--- src/mbap_pkg.sv ---
// ----------------------------------------------------------------------------
// MBAP receiver package
// Shared types and constants for the Modbus TCP header deframer.
// ----------------------------------------------------------------------------
package mbap_pkg;

  localparam int unsigned HEADER_BYTES = 7;
  localparam int unsigned PDU_LIMIT    = 253;

  localparam int unsigned POS_W = 9;

  typedef enum logic [1:0] {
    CMD_BYTE    = 2'd0,
    CMD_REQUEST = 2'd1,
    CMD_TIMEOUT = 2'd2,
    CMD_CLOSE   = 2'd3
  } cmd_t;

  typedef enum logic [2:0] {
    ST_PDU_BYTE     = 3'd0,
    ST_REQ_ISSUED   = 3'd1,
    ST_TIMEOUT_IDLE = 3'd2,
    ST_CLOSED_IDLE  = 3'd3,
    ST_BAD_PROTOCOL = 3'd4,
    ST_BAD_LENGTH   = 3'd5,
    ST_BROKEN_FRAME = 3'd6,
    ST_UNKNOWN_TID  = 3'd7
  } status_t;

  typedef enum logic [1:0] {
    REG_CLIENT_MODE  = 2'd0,
    REG_MIN_RESP_LEN = 2'd1,
    REG_MIN_REQ_LEN  = 2'd2
  } reg_idx_t;

  typedef struct packed {
    cmd_t       cmd;
    logic [7:0] rx_byte;
  } in_item_t;

  typedef struct packed {
    status_t     status;
    logic [7:0]  pdu_byte;
    logic        is_last;
    logic [7:0]  unit_id;
    logic [7:0]  pdu_length;
    logic [15:0] xact_id;
  } out_item_t;

  typedef struct packed {
    logic       client_mode;
    logic [7:0] min_response_len;
    logic [7:0] min_request_len;
  } mbap_cfg_t;

endpackage

--- src/mbap_rx_core.sv ---
// ----------------------------------------------------------------------------
// MBAP receive core
// Frame state, header decode and PDU forwarding, one input item per cycle while accept is high.
// ----------------------------------------------------------------------------
module mbap_rx_core
  import mbap_pkg::*;
(
  input  logic      clk,
  input  logic      rst_n,
  input  logic      accept,
  input  in_item_t  item,
  input  mbap_cfg_t cfg,
  output logic      res_valid,
  output out_item_t res
);

  localparam logic [POS_W-1:0] HDR_LAST  = POS_W'(HEADER_BYTES - 1);
  localparam logic [POS_W-1:0] HDR_BYTES = POS_W'(HEADER_BYTES);
  localparam logic [15:0]      LEN_MAX   = 16'(PDU_LIMIT + 1);

  logic [POS_W-1:0] pos_r, pos_nxt;
  logic [47:0]      shift_r, shift_nxt;
  logic [15:0]      tid_r, tid_nxt;
  logic [7:0]       unit_r, unit_nxt;
  logic [7:0]       len_r, len_nxt;
  logic             discard_r, discard_nxt;

  logic [15:0]      hdr_tid;
  logic [15:0]      hdr_proto;
  logic [15:0]      hdr_len;
  logic [7:0]       min_len;
  logic [8:0]       min_total;
  logic [15:0]      tid_age;
  logic [POS_W-1:0] frame_end;
  logic [POS_W-1:0] pos_inc;
  logic             is_last;

  assign hdr_tid   = shift_r[47:32];
  assign hdr_proto = shift_r[31:16];
  assign hdr_len   = shift_r[15:0];
  assign tid_age   = tid_r - hdr_tid;
  assign pos_inc   = pos_r + POS_W'(1);
  assign frame_end = HDR_BYTES + POS_W'(len_r);
  assign is_last   = (pos_inc >= frame_end);

  always_comb begin
    min_len = cfg.client_mode ? cfg.min_response_len : cfg.min_request_len;
    if (min_len == 8'd0) begin
      min_len = 8'd1;
    end
    min_total = {1'b0, min_len} + 9'd1;
  end

  always_comb begin
    pos_nxt     = pos_r;
    shift_nxt   = shift_r;
    tid_nxt     = tid_r;
    unit_nxt    = unit_r;
    len_nxt     = len_r;
    discard_nxt = discard_r;
    res_valid   = 1'b0;
    res.status   = ST_PDU_BYTE;
    res.pdu_byte = 8'd0;
    res.is_last  = 1'b0;
    if (accept) begin
      unique case (item.cmd)
        CMD_REQUEST: begin
          if (cfg.client_mode) begin
            tid_nxt    = tid_r + 16'd1;
            res_valid  = 1'b1;
            res.status = ST_REQ_ISSUED;
          end
        end
        CMD_TIMEOUT, CMD_CLOSE: begin
          res_valid = 1'b1;
          if (pos_r == '0) begin
            res.status = (item.cmd == CMD_TIMEOUT) ? ST_TIMEOUT_IDLE : ST_CLOSED_IDLE;
          end else begin
            res.status  = ST_BROKEN_FRAME;
            pos_nxt     = '0;
            discard_nxt = 1'b0;
          end
        end
        default: begin
          if (pos_r < HDR_LAST) begin
            shift_nxt = {shift_r[39:0], item.rx_byte};
            pos_nxt   = pos_inc;
          end else if (pos_r == HDR_LAST) begin
            // Last header byte carries the unit id; the header is decided here.
            if (hdr_proto != 16'd0) begin
              res_valid   = 1'b1;
              res.status  = ST_BAD_PROTOCOL;
              pos_nxt     = '0;
              discard_nxt = 1'b0;
            end else if (hdr_len < {7'd0, min_total} || hdr_len > LEN_MAX) begin
              res_valid   = 1'b1;
              res.status  = ST_BAD_LENGTH;
              pos_nxt     = '0;
              discard_nxt = 1'b0;
            end else if (cfg.client_mode && hdr_tid != tid_r && tid_age[15]) begin
              res_valid   = 1'b1;
              res.status  = ST_UNKNOWN_TID;
              pos_nxt     = '0;
              discard_nxt = 1'b0;
            end else begin
              // An older id in client mode is consumed without forwarding.
              discard_nxt = cfg.client_mode && (hdr_tid != tid_r);
              if (!cfg.client_mode) begin
                tid_nxt = hdr_tid;
              end
              unit_nxt = item.rx_byte;
              len_nxt  = hdr_len[7:0] - 8'd1;
              pos_nxt  = HDR_BYTES;
            end
          end else begin
            if (is_last) begin
              pos_nxt     = '0;
              discard_nxt = 1'b0;
            end else begin
              pos_nxt = pos_inc;
            end
            if (!discard_r) begin
              res_valid    = 1'b1;
              res.status   = ST_PDU_BYTE;
              res.pdu_byte = item.rx_byte;
              res.is_last  = is_last;
            end
          end
        end
      endcase
    end
    res.unit_id    = unit_nxt;
    res.pdu_length = len_nxt;
    res.xact_id    = tid_nxt;
  end

  always_ff @(posedge clk) begin
    if (!rst_n) begin
      pos_r     <= '0;
      tid_r     <= '0;
      unit_r    <= '0;
      len_r     <= '0;
      discard_r <= 1'b0;
    end else begin
      pos_r     <= pos_nxt;
      tid_r     <= tid_nxt;
      unit_r    <= unit_nxt;
      len_r     <= len_nxt;
      discard_r <= discard_nxt;
    end
  end

  always_ff @(posedge clk) begin
    shift_r <= shift_nxt;
  end

endmodule

--- src/mbap_frame_receiver.sv ---
// ----------------------------------------------------------------------------
// MBAP frame receiver
// Modbus TCP header deframer with transaction id tracking.
// ----------------------------------------------------------------------------
// Usage:
//   The in_ channel carries one command per transfer: a received stream
//   byte, a new-request event, a receive timeout or a peer close. The out_
//   channel returns at most one status item per input transfer: a PDU byte
//   with unit id and last flag, or an event or error report. Header bytes
//   and bytes of a stale response produce nothing.
//   Results are registered in the output register or the skid buffer.
//   Throughput is one item per cycle while in_ready is high; the limit is
//   the frame state update, a single registered pass per byte.
//   An output register plus a one-entry skid buffer separate the channels,
//   so in_ready stays high while one result waits; it drops only when both
//   entries are full, and rises again once the receiver takes a result.
//   The cfg_ port writes client mode and the minimum PDU lengths; write only
//   while the block is idle. Reset (synchronous, rst_n low) places the
//   receiver at a frame boundary with transaction id zero, client mode on,
//   minimum response length two and minimum request length one.
// ----------------------------------------------------------------------------
module mbap_frame_receiver
  import mbap_pkg::*;
(
  input  logic       clk,
  input  logic       rst_n,
  input  logic       in_valid,
  output logic       in_ready,
  input  in_item_t   in_data,
  output logic       out_valid,
  input  logic       out_ready,
  output out_item_t  out_data,
  input  logic       cfg_we,
  input  logic [1:0] cfg_index,
  input  logic [7:0] cfg_wdata
);

  mbap_cfg_t cfg_r;
  logic      in_ready_r;
  logic      out_valid_r;
  out_item_t out_data_r;
  logic      skid_valid_r;
  out_item_t skid_data_r;

  logic      accept;
  logic      pop;
  logic      core_res_valid;
  out_item_t core_res;

  assign in_ready  = in_ready_r;
  assign out_valid = out_valid_r;
  assign out_data  = out_data_r;
  assign accept    = in_valid && in_ready_r;
  assign pop       = out_valid_r && out_ready;

  always_ff @(posedge clk) begin
    if (!rst_n) begin
      cfg_r.client_mode      <= 1'b1;
      cfg_r.min_response_len <= 8'd2;
      cfg_r.min_request_len  <= 8'd1;
    end else if (cfg_we) begin
      unique case (cfg_index)
        REG_CLIENT_MODE:  cfg_r.client_mode      <= cfg_wdata[0];
        REG_MIN_RESP_LEN: cfg_r.min_response_len <= cfg_wdata;
        REG_MIN_REQ_LEN:  cfg_r.min_request_len  <= cfg_wdata;
        default: ;
      endcase
    end
  end

  mbap_rx_core u_core (
    .clk       (clk),
    .rst_n     (rst_n),
    .accept    (accept),
    .item      (in_data),
    .cfg       (cfg_r),
    .res_valid (core_res_valid),
    .res       (core_res)
  );

  // Output register with a one-entry skid buffer behind it.
  always_ff @(posedge clk) begin
    if (!rst_n) begin
      out_valid_r  <= 1'b0;
      skid_valid_r <= 1'b0;
      in_ready_r   <= 1'b0;
    end else begin
      if (skid_valid_r) begin
        if (pop) begin
          skid_valid_r <= 1'b0;
          in_ready_r   <= 1'b1;
        end
      end else if (core_res_valid) begin
        if (!out_valid_r || pop) begin
          out_valid_r <= 1'b1;
        end else begin
          skid_valid_r <= 1'b1;
          in_ready_r   <= 1'b0;
        end
      end else if (pop) begin
        out_valid_r <= 1'b0;
      end
      if (!skid_valid_r && !(core_res_valid && out_valid_r && !pop)) begin
        in_ready_r <= 1'b1;
      end
    end
  end

  always_ff @(posedge clk) begin
    if (skid_valid_r) begin
      if (pop) begin
        out_data_r <= skid_data_r;
      end
    end else if (core_res_valid) begin
      if (!out_valid_r || pop) begin
        out_data_r <= core_res;
      end else begin
        skid_data_r <= core_res;
      end
    end
  end

  a_skid_behind_out: assert property (@(posedge clk) disable iff (!rst_n)
    skid_valid_r |-> out_valid_r)
    else $error("skid entry held while output register is empty");

  a_no_result_when_full: assert property (@(posedge clk) disable iff (!rst_n)
    !(core_res_valid && skid_valid_r))
    else $error("result produced while both output entries are full");

  a_last_only_on_pdu: assert property (@(posedge clk) disable iff (!rst_n)
    (out_valid_r && out_data_r.is_last) |-> (out_data_r.status == ST_PDU_BYTE))
    else $error("last flag set on a non-PDU result");

endmodule

--- config.mk ---
export PLATFORM = sky130hd
export DESIGN_NAME = mbap_frame_receiver
export DESIGN_NICKNAME = d
export VERILOG_FILES = /design/src/mbap_pkg.sv /design/src/mbap_rx_core.sv /design/src/mbap_frame_receiver.sv
export SDC_FILE = /design/constraint.sdc
export NUM_CORES = 1
export LEC_CHECK = 0
export ABC_CLOCK_PERIOD_IN_PS = 7500
export BUFFER_PORTS_ARGS = -buffer_cell sky130_fd_sc_hd__buf_2
export CAP_MARGIN = 0
export CORE_ASPECT_RATIO = 0.9
export CORE_MARGIN = 2
export CORE_UTILIZATION = 40
export CTS_CLUSTER_SIZE = 40
export DETAILED_ROUTE_END_ITERATION = 7
export PLACE_DENSITY = 0.59
export SKIP_LAST_GASP = 1
export SLEW_MARGIN = 10
export SYNTH_ARGS = -nofsm -noshare
export SYNTH_HDL_FRONTEND = slang
export SYNTH_SLANG_ARGS = --single-unit
--- constraint.sdc ---
create_clock -name clk -period 7.5 [get_ports clk]
set_input_delay 0.375 -clock clk [delete_from_list [all_inputs] [get_ports clk]]
set_output_delay 0.375 -clock clk [all_outputs]
set_load 0.02 [all_outputs]
# Word level (Yosys, flattened, before mapping)
# Cells that the tools add are included.
# classes
magnitude_cmp	4
bitwise_logic	4
n_addsub	6
muxes	79
n_reduce_logical	34
n_eq_ne	13
# ops
cell	n
$mux W44	4
$mux W16	8
$mux W8	16
$mux W9	9
$pmux W16 S2	1
$mux W1	29
$mux W12	2
$mux W3	6
$pmux W9 S2	1
$reduce_and A3 Y1	6
$add A16 B1 Y16 const B	1
$gt A16 B8 Y1 const B	1
$lt A16 B9 Y1	1
$ne A16 B16 Y1	1
$reduce_bool A16 Y1	1
$sub A16 B16 Y16	1
$add A3 B8 Y9 const A	1
$add A8 B1 Y9 const B	1
$add A9 B1 Y9 const B	1
$eq A9 B3 Y1 const B	1
$ge A9 B9 Y1	1
$logic_not A9 Y1	1
$lt A9 B3 Y1 const B	1
$logic_not A8 Y1	1
20 further kinds	44
# word_totals
register_bits	198
out_inout_bits	46
in_bits	25

# Logic depth before layout (Yosys ltp)
# Gate-level depths: netlist of run 1.
# depth
ltp_word	18
depth_mapped	17
depth_no_buf	15

# By module
# From an unflattened synthesis of run 1, not the netlist that was laid out.
# hier_totals
hier_cells	814
area_unflattened_um2	9532.9
# modules_own_cells
mod	seq_area_each_um2	area_per_inst_um2	instances	cells_per_inst
mbap_rx_core	2282.2	5521.5	1	592
mbap_frame_receiver	3042.9	4011.3	1	222

# Least setup slack after synthesis of run 1
# No wires, ideal clock.
# synth_path
kind	register to register
from	register cfg_r[16] in the netlist's numbering
to	register skid_data_r[0] in the netlist's numbering (enable)
path_buffers	3
t_arrival_ps	7629
path_stages_with_launch	14
required_time_ps	6941
slack_ps	-689
cell_sequence	dfxtp_1 > clkbuf_1 > clkbuf_1 > buf_1 > mux2i_1 > xor2_1 > ha_1 > a211oi_1 > nor2_1 > or4_1 > o31ai_1 > a221o_1 > a21oi_1 > nor4_1
# synth_between
elab_chain_cells	13
elab_cells_between_ends	17
cone_classes	add/sub: 1; order compare: 1; mux: 10; reduce/logical: 5
# synth_rtl
item	line_no	rtl
start, declared	mbap_frame_receiver.sv:38	mbap_cfg_t cfg_r;
$mux W8	mbap_rx_core.sv:47	min_len = cfg.client_mode ? cfg.min_response_len : cfg.min_request_len;
$logic_not A8 Y1	mbap_rx_core.sv:48	if (min_len == 8'd0) begin
$mux W8	mbap_rx_core.sv:48	
$add A8 B1 Y9	mbap_rx_core.sv:51	min_total = {1'b0, min_len} + 9'd1;
$lt A16 B9 Y1	mbap_rx_core.sv:95	end else if (hdr_len < {7'd0, min_total} || hdr_len > LEN_MAX) begin
$logic_or A1 B1 Y1	mbap_rx_core.sv:95	
$mux W1	mbap_rx_core.sv:95	
$mux W1	mbap_rx_core.sv:90	if (hdr_proto != 16'd0) begin
$mux W1	mbap_rx_core.sv:88	end else if (pos_r == HDR_LAST) begin
$mux W1	mbap_rx_core.sv:85	if (pos_r < HDR_LAST) begin
$pmux W1 S2 *	mbap_rx_core.sv:66	unique case (item.cmd)
$mux W1 *	mbap_rx_core.sv:65	if (accept) begin
$reduce_and A3 Y1 (no line) *	--	
end signal, assigned	mbap_frame_receiver.sv:118	skid_data_r <= core_res;
end, declared	mbap_frame_receiver.sv:43	out_item_t skid_data_r;
# Mark *: on every way between the ends. The rest lies on a longest branch, timed or not.
# A chain may end at the register's enable or synchronous reset.

# Worst setup path in the final report of run 1
# layout_path
from	register cfg_r[4] in the netlist's numbering
to	register out_data_r, in the netlist out_data[36] (enable)
# layout_between
elab_chain_cells	14
# layout_rtl
item	line_no	rtl
$mux W8 *	mbap_rx_core.sv:47	
$logic_not A8 Y1	mbap_rx_core.sv:48	
$mux W8 *	mbap_rx_core.sv:48	
$add A8 B1 Y9 *	mbap_rx_core.sv:51	
$lt A16 B9 Y1 *	mbap_rx_core.sv:95	
$logic_or A1 B1 Y1 *	mbap_rx_core.sv:95	
$mux W1 *	mbap_rx_core.sv:95	
$mux W1 *	mbap_rx_core.sv:90	
$mux W1 *	mbap_rx_core.sv:88	
$mux W1 *	mbap_rx_core.sv:85	
$pmux W1 S2 *	mbap_rx_core.sv:66	
$mux W1 *	mbap_rx_core.sv:65	
$reduce_bool A2 Y1 (no line) *	--	
$reduce_and A3 Y1 (no line) *	--	
end signal, assigned	mbap_frame_receiver.sv:112	out_data_r <= skid_data_r;
end signal, assigned	mbap_frame_receiver.sv:116	out_data_r <= core_res;
end, declared	mbap_frame_receiver.sv:41	out_item_t out_data_r;
# Marked as above.

==> qor.tcl, run 1 <==
set qor(crit_required_ns) 7.61
set qor(yosys-top-cells-area) {sky130_fd_sc_hd__edfxtp_1, sky130_fd_sc_hd__dfxtp_1, sky130_fd_sc_hd__ha_1}
set qor(worst_path_max_delay_cell) {sky130_fd_sc_hd__o2bb2ai_4}
set qor(drc) 3
set qor(total_switching_power_uw) 562
set qor(grt-ovfl-total) 0
set qor(netSwitchingFraction_pct) 24.8
set qor(pwr-share-clk_pct) 42.5
set qor(finish.utilization_pct) 46.6
set qor(nets) 969
set qor(coreArea_mm2) 0.0235
set qor(synth_warnings) 0
set qor(gp_congestion) 0.811
set qor(yosysTopAreaCell) {sky130_fd_sc_hd__edfxtp_1}
set qor(power_report.internal_total_uw) 1710
set qor(antenna_violations_before_repair) 0
set qor(cts_setup_buffers) 0
set qor(synth-main-ff-cell) {sky130_fd_sc_hd__edfxtp_1}
set qor(synth_top_area_share_pct) 42.6
set qor(filler_cell_count) 2154
set qor(syn_nets) 904
set qor(startpoint_types) {flip-flop}
set qor(number_of_global_route_vias_before_repair) 6183
set qor(tritoncts_clock_tree) {yes}
set qor(cts_hold_repair.buffers) 0
set qor(status) {complete, but fails checks}
set qor(die_w_um) 167
set qor(clock_sinks) 198
set qor(routed_wl_mm) 21.0
set qor(achievable-frequency_mhz) 193
set qor(final_min_period_over_clock_period_pct) 68.9
set qor(critical_path.cell_chain) {nor4_1 > a211oi_1 > a21oi_1 > nand3_1 > a21oi_1 > xor2_1 > ha_1 > a211oi_1 > nor2_1 > or4_1 > o31ai_1 > a221o_1 > a21oi_1 > o2bb2ai_4 > buf_4}
set qor(io_pins) 71
set qor(netlist_instances) 839
set qor(setup_violations) 0
set qor(pwr-share-seq_pct) 52.5
set qor(power.ir.vdd_worst_uv) 145
set qor(final_antenna_net_count) 0
set qor(fin_worst_skew_ns) 0.0191
set qor(violations) {design-rule violations}
set qor(ctsLongestPathBuffers) 2
set qor(finalHoldViolCount) 0
set qor(hpwlAfterDp_mm) 14.5
set qor(synth_seq_area_share_pct) 55.5
set qor(finalSetupTns_ns) 0
set qor(hold_path.class) {input port to flip-flop}
set qor(route.vias.total) 6524
set qor(pwr-share-comb_pct) 4.9
set qor(cts_root_buf) {sky130_fd_sc_hd__clkbuf_16}
set qor(drt_iter0_drc) 489
set qor(grt_usage_pct) 17.2
set qor(asyncSetResetFlopFracSynth_pct) 0
set qor(number_of_flops_mapped_to_enable_cells_by_yosys) 136
set qor(final_layout_size_suffix_gt1_share_pct) 17.9
set qor(clkTransAtPathRegs_ns) 0.08
set qor(path_max_fanout) 23
set qor(grt_pass1_wl_mm) 33.7
set qor(maxSlewHeadroom_pct) 44.0
set qor(drt_pre_antenna_iters) 7
set qor(setup_repair_after_global_routing_missed_its_margin) {no}
set qor(numPortBuffers) 70
set qor(ys_seq_elements) 198
set qor(synthDistinctLibCells) 76
set qor(count_of_h_tree_levels_built_during_cts) 4
set qor(finalWorstPathRequiredPeriod_ns) 5.17
set qor(setup.worst_path.class) {flip-flop to flip-flop}
set qor(synthesis.area_per_instance_um2) 11.4
set qor(worst-slew-pin-transition_ns) 0.840
set qor(area_delta_synth_final_pct) 14.0
set qor(timing.critical_path.mode_cell) {sky130_fd_sc_hd__a21oi_1}
set qor(die_area_mm2) 0.0252
set qor(grt_max_degree) 65
set qor(numCtsBuffers) 17
set qor(cap_viol_max_count) 0
set qor(worstSetupEndpointType) {flip-flop}
set qor(die_h_um) 151
set qor(worst-endpoint-arrival_ns) 5.28
set qor(standby_leakage_power_uw) 0.00444
set qor(routed_wire_length_per_instance_um) 17.2
set qor(report.final.slew_viol_count) 0
set qor(floorplan.rows) 53
set qor(worst_path_largest_cell_delay_ns) 0.70
set qor(pwr_density_cell_mw_per_mm2) 207
set qor(floorplan.initialDensity_pct) 40.9
set qor(syn-cell-area_mm2) 0.00960
set qor(diodes) 0
set qor(viasPerCell) 5.35
set qor(worst_skew_pair.late_latency_ns) 0.44
set qor(cts-resized-gates) 0
## sequential cells by signal, indices dropped and copies added, names as in the netlist, 8 cells and up
name and count:
u_core.shift_r 48, u_core.len_r 8, cfg_r 17, u_core.tid_r 16, out_data 44, u_core.pos_r 9, u_core.unit_r 8, skid_data_r 44
## worst paths after layout
| path | start | endpoint | slack (ns) | cells past startpoint |
|---|---|---|---|---|
| worst min-delay path | in_data[4] | u_core.shift_r[4] | 0.14 | 1 |
| worst min register to register | u_core.shift_r[24] | u_core.shift_r[32] | 0.45 | 0 |
| worst max register to register | cfg_r[4] | out_data[36] | 2.33 | 15 |
| worst max-delay path | cfg_r[4] | out_data[36] | 2.33 | 15 |
## cell usage after synthesis (12+ instances only)
cell type                    n
sky130_fd_sc_hd__dfxtp_1    62
sky130_fd_sc_hd__nor4_1     12
sky130_fd_sc_hd__mux2_2     24
sky130_fd_sc_hd__inv_1      60
sky130_fd_sc_hd__nand4_1    12
sky130_fd_sc_hd__ha_1       40
sky130_fd_sc_hd__nand2_1    63
sky130_fd_sc_hd__a21oi_1    29
sky130_fd_sc_hd__nand3_1    35
sky130_fd_sc_hd__nor2_1     55
sky130_fd_sc_hd__xnor2_1    16
sky130_fd_sc_hd__mux2i_1    50
sky130_fd_sc_hd__edfxtp_1  136
sky130_fd_sc_hd__and2_1     28
sky130_fd_sc_hd__clkbuf_1   25
sky130_fd_sc_hd__nor3_1     13
sky130_fd_sc_hd__o21ai_0    25
## power by group through the flow
| stage | Combinational [uW] | Clock, uW | Sequential (uW) |
|---|---|---|---|
| 2_1_floorplan | 58.8 | 0 | 1230 |
| 3_3_place_gp | 111 | 0 | 1220 |
| 3_5_place_dp | 112 | 0 | 1220 |
| 4_1_cts | 113 | 989 | 1190 |
| 5_1_grt | 123 | 1030 | 1190 |
| 6_report | 111 | 965 | 1190 |
## kinds of logic (layout without fill, tap and decap cells)
kind of cell	count (synthesis)	after routing	synth area share [%]
and+or+nand+nor	266	266	14.4
DFF	198	198	55.5
AOI/OAI and AO/OA	138	138	10.3
buffers and inverters	96	174	4.07
muxes	74	74	8.03
adders and majority gates	40	40	5.22
xor gates and xnor gates	27	27	2.46
## routing by layer
metal  track usage (%)  part of all wire (%)
met5                 0                     0
met4              4.35                  0.80
met3              3.24                   3.7
met2              26.7                    45
met1              24.8                    51
## layout by cell type (no fill, tap or decap), types with 24 or more instances in the layout
cell type,netlist,layout
sky130_fd_sc_hd__nand3_1,35,35
sky130_fd_sc_hd__dfxtp_1,62,61
sky130_fd_sc_hd__edfxtp_1,136,136
sky130_fd_sc_hd__inv_1,60,60
sky130_fd_sc_hd__mux2_2,24,24
sky130_fd_sc_hd__ha_1,40,40
sky130_fd_sc_hd__a21oi_1,29,29
sky130_fd_sc_hd__nor2_1,55,54
sky130_fd_sc_hd__o21ai_0,25,25
sky130_fd_sc_hd__mux2i_1,50,50
sky130_fd_sc_hd__buf_2,3,70
sky130_fd_sc_hd__and2_1,28,28
sky130_fd_sc_hd__nand2_1,63,63
## metrics by stage
| stage | cell area, um^2 | setup WS, ns | cells | hold slack (ns) | power [uW] |
|---|---|---|---|---|---|
| finish | 10900 | 2.33 | 1219 | 0.143 | 2270 |
| global route | 10900 | 1.90 | 1219 | 0.123 | 2350 |
| CTS | 10900 | 2.30 | 1219 | 0.125 | 2290 |
| detailed placement | 10300 | 2.33 | 1187 | 0.437 | 1330 |
| global placement | 10300 | 2.39 | 1187 | 0.431 | 1330 |
| floorplan | 9600 | 1.18 | 839 | 0.426 | 1290 |
## worst max-delay path, delay by kind of cell, from the launching register on
kind                       cells  cell delay, ns
xor gates and xnor gates       1            0.19
adders and majority gates      1            0.26
DFF                            1            0.36
buffers and inverters          1            0.43
AOI/OAI and AO/OA              8            2.43
and+or+nand+nor                4            1.15
## area by class of cell
class,instances,area (um^2),area share (%)
repair buffers,82,440,4.03
clock inverters,15,218,1.99
flip-flops and latches,198,5330,48.7
multi-input cells,545,3920,35.9
inverters,60,225,2.06
clock buffers,17,425,3.89
well taps,302,378,3.46
(Power assumes the default switching activity.)
==> inputs of run 2 (changes only) <==
Settings changed: ABC_CLOCK_PERIOD_IN_PS 7500 to 4800, PLACE_DENSITY 0.59 to 0.57.
Clock period 7.5 ns to 4.8 ns, I/O delays scaled along.
==> qor.tcl, run 2 (synthesis results as in run 1) <==
set qor(io_pins) 71
set qor(viasPerCell) 5.32
set qor(hold_path.class) {input port to flip-flop}
set qor(numCtsBuffers) 17
set qor(filler_cell_count) 2214
set qor(setup.worst_path.class) {flip-flop to flip-flop}
set qor(largest_reg_flops) 48
set qor(worstSetupEndpointType) {flip-flop}
set qor(met1_track_demand_over_resource_in_global_routing_pct) 24.4
set qor(grt_max_degree) 65
set qor(standby_leakage_power_uw) 0.00447
set qor(drc) 5
set qor(cts_root_buf) {sky130_fd_sc_hd__clkbuf_16}
set qor(grt-ovfl-total) 0
set qor(tritoncts_clock_tree) {yes}
set qor(globalRoute.busiestLayer) {met2}
set qor(count_of_h_tree_levels_built_during_cts) 4
set qor(finalSetupTns_ns) 0
set qor(grt_util_met3_pct) 3.21
set qor(worst-endpoint-arrival_ns) 4.40
set qor(drt_iter0_drc) 366
set qor(worst-slew-pin-transition_ns) 0.886
set qor(maxSlewHeadroom_pct) 40.8
set qor(status) {complete, but fails checks}
set qor(cap_viol_max_count) 0
set qor(antenna_violations_before_repair) 0
set qor(final_layout_size_suffix_gt1_share_pct) 18.8
set qor(layout.cells.non_filler) 1224
set qor(floorplan.rows) 53
set qor(fin_worst_skew_ns) 0.0159
set qor(power.ir.vdd_worst_uv) 198
set qor(number_of_global_route_vias_before_repair) 6459
set qor(worst_skew_pair.late_latency_ns) 0.44
set qor(pwr_density_cell_mw_per_mm2) 324
set qor(gr-usage-met2_pct) 28.6
set qor(gp_congestion) 0.819
set qor(cts_setup_buffers) 0
set qor(routed_wl_mm) 21.3
set qor(die_area_mm2) 0.0252
set qor(path_max_fanout) 26
set qor(hpwlAfterDp_mm) 14.5
set qor(routed_wire_length_per_instance_um) 17.4
set qor(finalHoldViolCount) 0
set qor(ctsLongestPathBuffers) 2
set qor(finalWorstPathRequiredPeriod_ns) 4.29
set qor(final_antenna_net_count) 0
set qor(report.final.slew_viol_count) 0
set qor(coreArea_mm2) 0.0235
set qor(mostFrequentLayoutCell) {sky130_fd_sc_hd__edfxtp_1}
set qor(numPortBuffers) 70
set qor(nets) 974
set qor(crit_required_ns) 4.91
set qor(grt_usage_pct) 17.6
set qor(floorplan.initialDensity_pct) 40.9
set qor(cts-resized-gates) 0
set qor(final_min_period_over_clock_period_pct) 89.4
set qor(violations) {design-rule violations}
set qor(layout.cells.most_common_list) {sky130_fd_sc_hd__edfxtp_1, sky130_fd_sc_hd__buf_2, sky130_fd_sc_hd__nand2_1}
set qor(area_delta_synth_final_pct) 14.9
set qor(drt_pre_antenna_iters) 7
set qor(diodes) 0
set qor(setup_repair_after_global_routing_missed_its_margin) {no}
set qor(startpoint_types) {flip-flop}
set qor(die_w_um) 167
set qor(setup_violations) 0
set qor(grt_pass1_wl_mm) 34.6
set qor(clkTransAtPathRegs_ns) 0.08
set qor(dp.cells) 1189
set qor(max_flop_register) {u_core.shift_r}
set qor(die_h_um) 151
set qor(clock_sinks) 198
set qor(route.vias.total) 6516
set qor(achievable-frequency_mhz) 233
==> run 2: changes by cell type in the layout (fill, tap and decap cells not counted), sizes merged <==
cell         before  now
inv              66   70
buf              82   84
bufinv            1    0
clkinv            8    5
dlygate4sd3       0    3
==> run 2: through the flow <==
stage               cell area [um^2]  utilization [%]  hold WS, ns  setup slack (ns)  total power [uW]
floorplan                       9670                -        0.339           0.00661              2010
global placement               10300             44.1        0.432             0.678              2080
detailed placement             10300             44.1        0.435             0.550              2080
CTS                            11000             46.9     0.000474             0.510              3610
global route                   11000             47.0      0.00462             0.182              3700
finish                         11000             47.0       0.0203             0.509              3570
==> run 2: what timing repair did <==
action / 4_1_cts / 5_1_grt
setup endpoints to repair: 0 / 0
endpoints found under the hold margin: 2 / 1
hold buffers: 2 / 1
==> run 2: report_power, final <==
group / switching, uW / total (uW) / internal [uW]
clock: 792 / 1530 / 741
sequential: 19.7 / 1860 / 1840
combinational: 120 / 179 / 59.7
total: 931 / 3570 / 2640
==> run 2: final timing paths <==
kind                      start                 end  depth (start not counted)  slack [ns]
max                    cfg_r[5]     skid_data_r[27]                         15        0.51
min                  in_data[2]   u_core.shift_r[2]                          1        0.02
max reg2reg            cfg_r[5]     skid_data_r[27]                         15        0.51
min reg2reg  u_core.shift_r[28]  u_core.shift_r[36]                          0        0.46
==> run 2: worst max-delay path, stage by stage, from the launching register on <==
cell and delay (ns):
sky130_fd_sc_hd__dfxtp_1 0.36, sky130_fd_sc_hd__nor4_2 0.31, sky130_fd_sc_hd__a211oi_1 0.12, sky130_fd_sc_hd__a21oi_1 0.22, sky130_fd_sc_hd__nand3_1 0.16, sky130_fd_sc_hd__a21oi_1 0.24, sky130_fd_sc_hd__xor2_1 0.18, sky130_fd_sc_hd__ha_1 0.26
sky130_fd_sc_hd__a211oi_1 0.26, sky130_fd_sc_hd__nor2_1 0.10, sky130_fd_sc_hd__or4_4 0.46, sky130_fd_sc_hd__o31ai_4 0.27, sky130_fd_sc_hd__a221o_1 0.21, sky130_fd_sc_hd__a21oi_2 0.08, sky130_fd_sc_hd__nor4_4 0.30, sky130_fd_sc_hd__buf_4 0.38
==> run 2: layout make-up <==
type,instances,area (um^2),area share (%)
timing repair buffer,87,485,4.40
clock buffer,17,425,3.86
tap,302,378,3.43
clock inverter,15,223,2.02
sequential,198,5330,48.3
multi-input combinational,545,3960,35.9
inverter,60,225,2.04
==> run 2: metal layers <==
metal	vias up	part of all wire, %
met5	-	0
met4	0	1.1
met3	15	4.5
met2	146	45
met1	3117	49
li1	3238	-
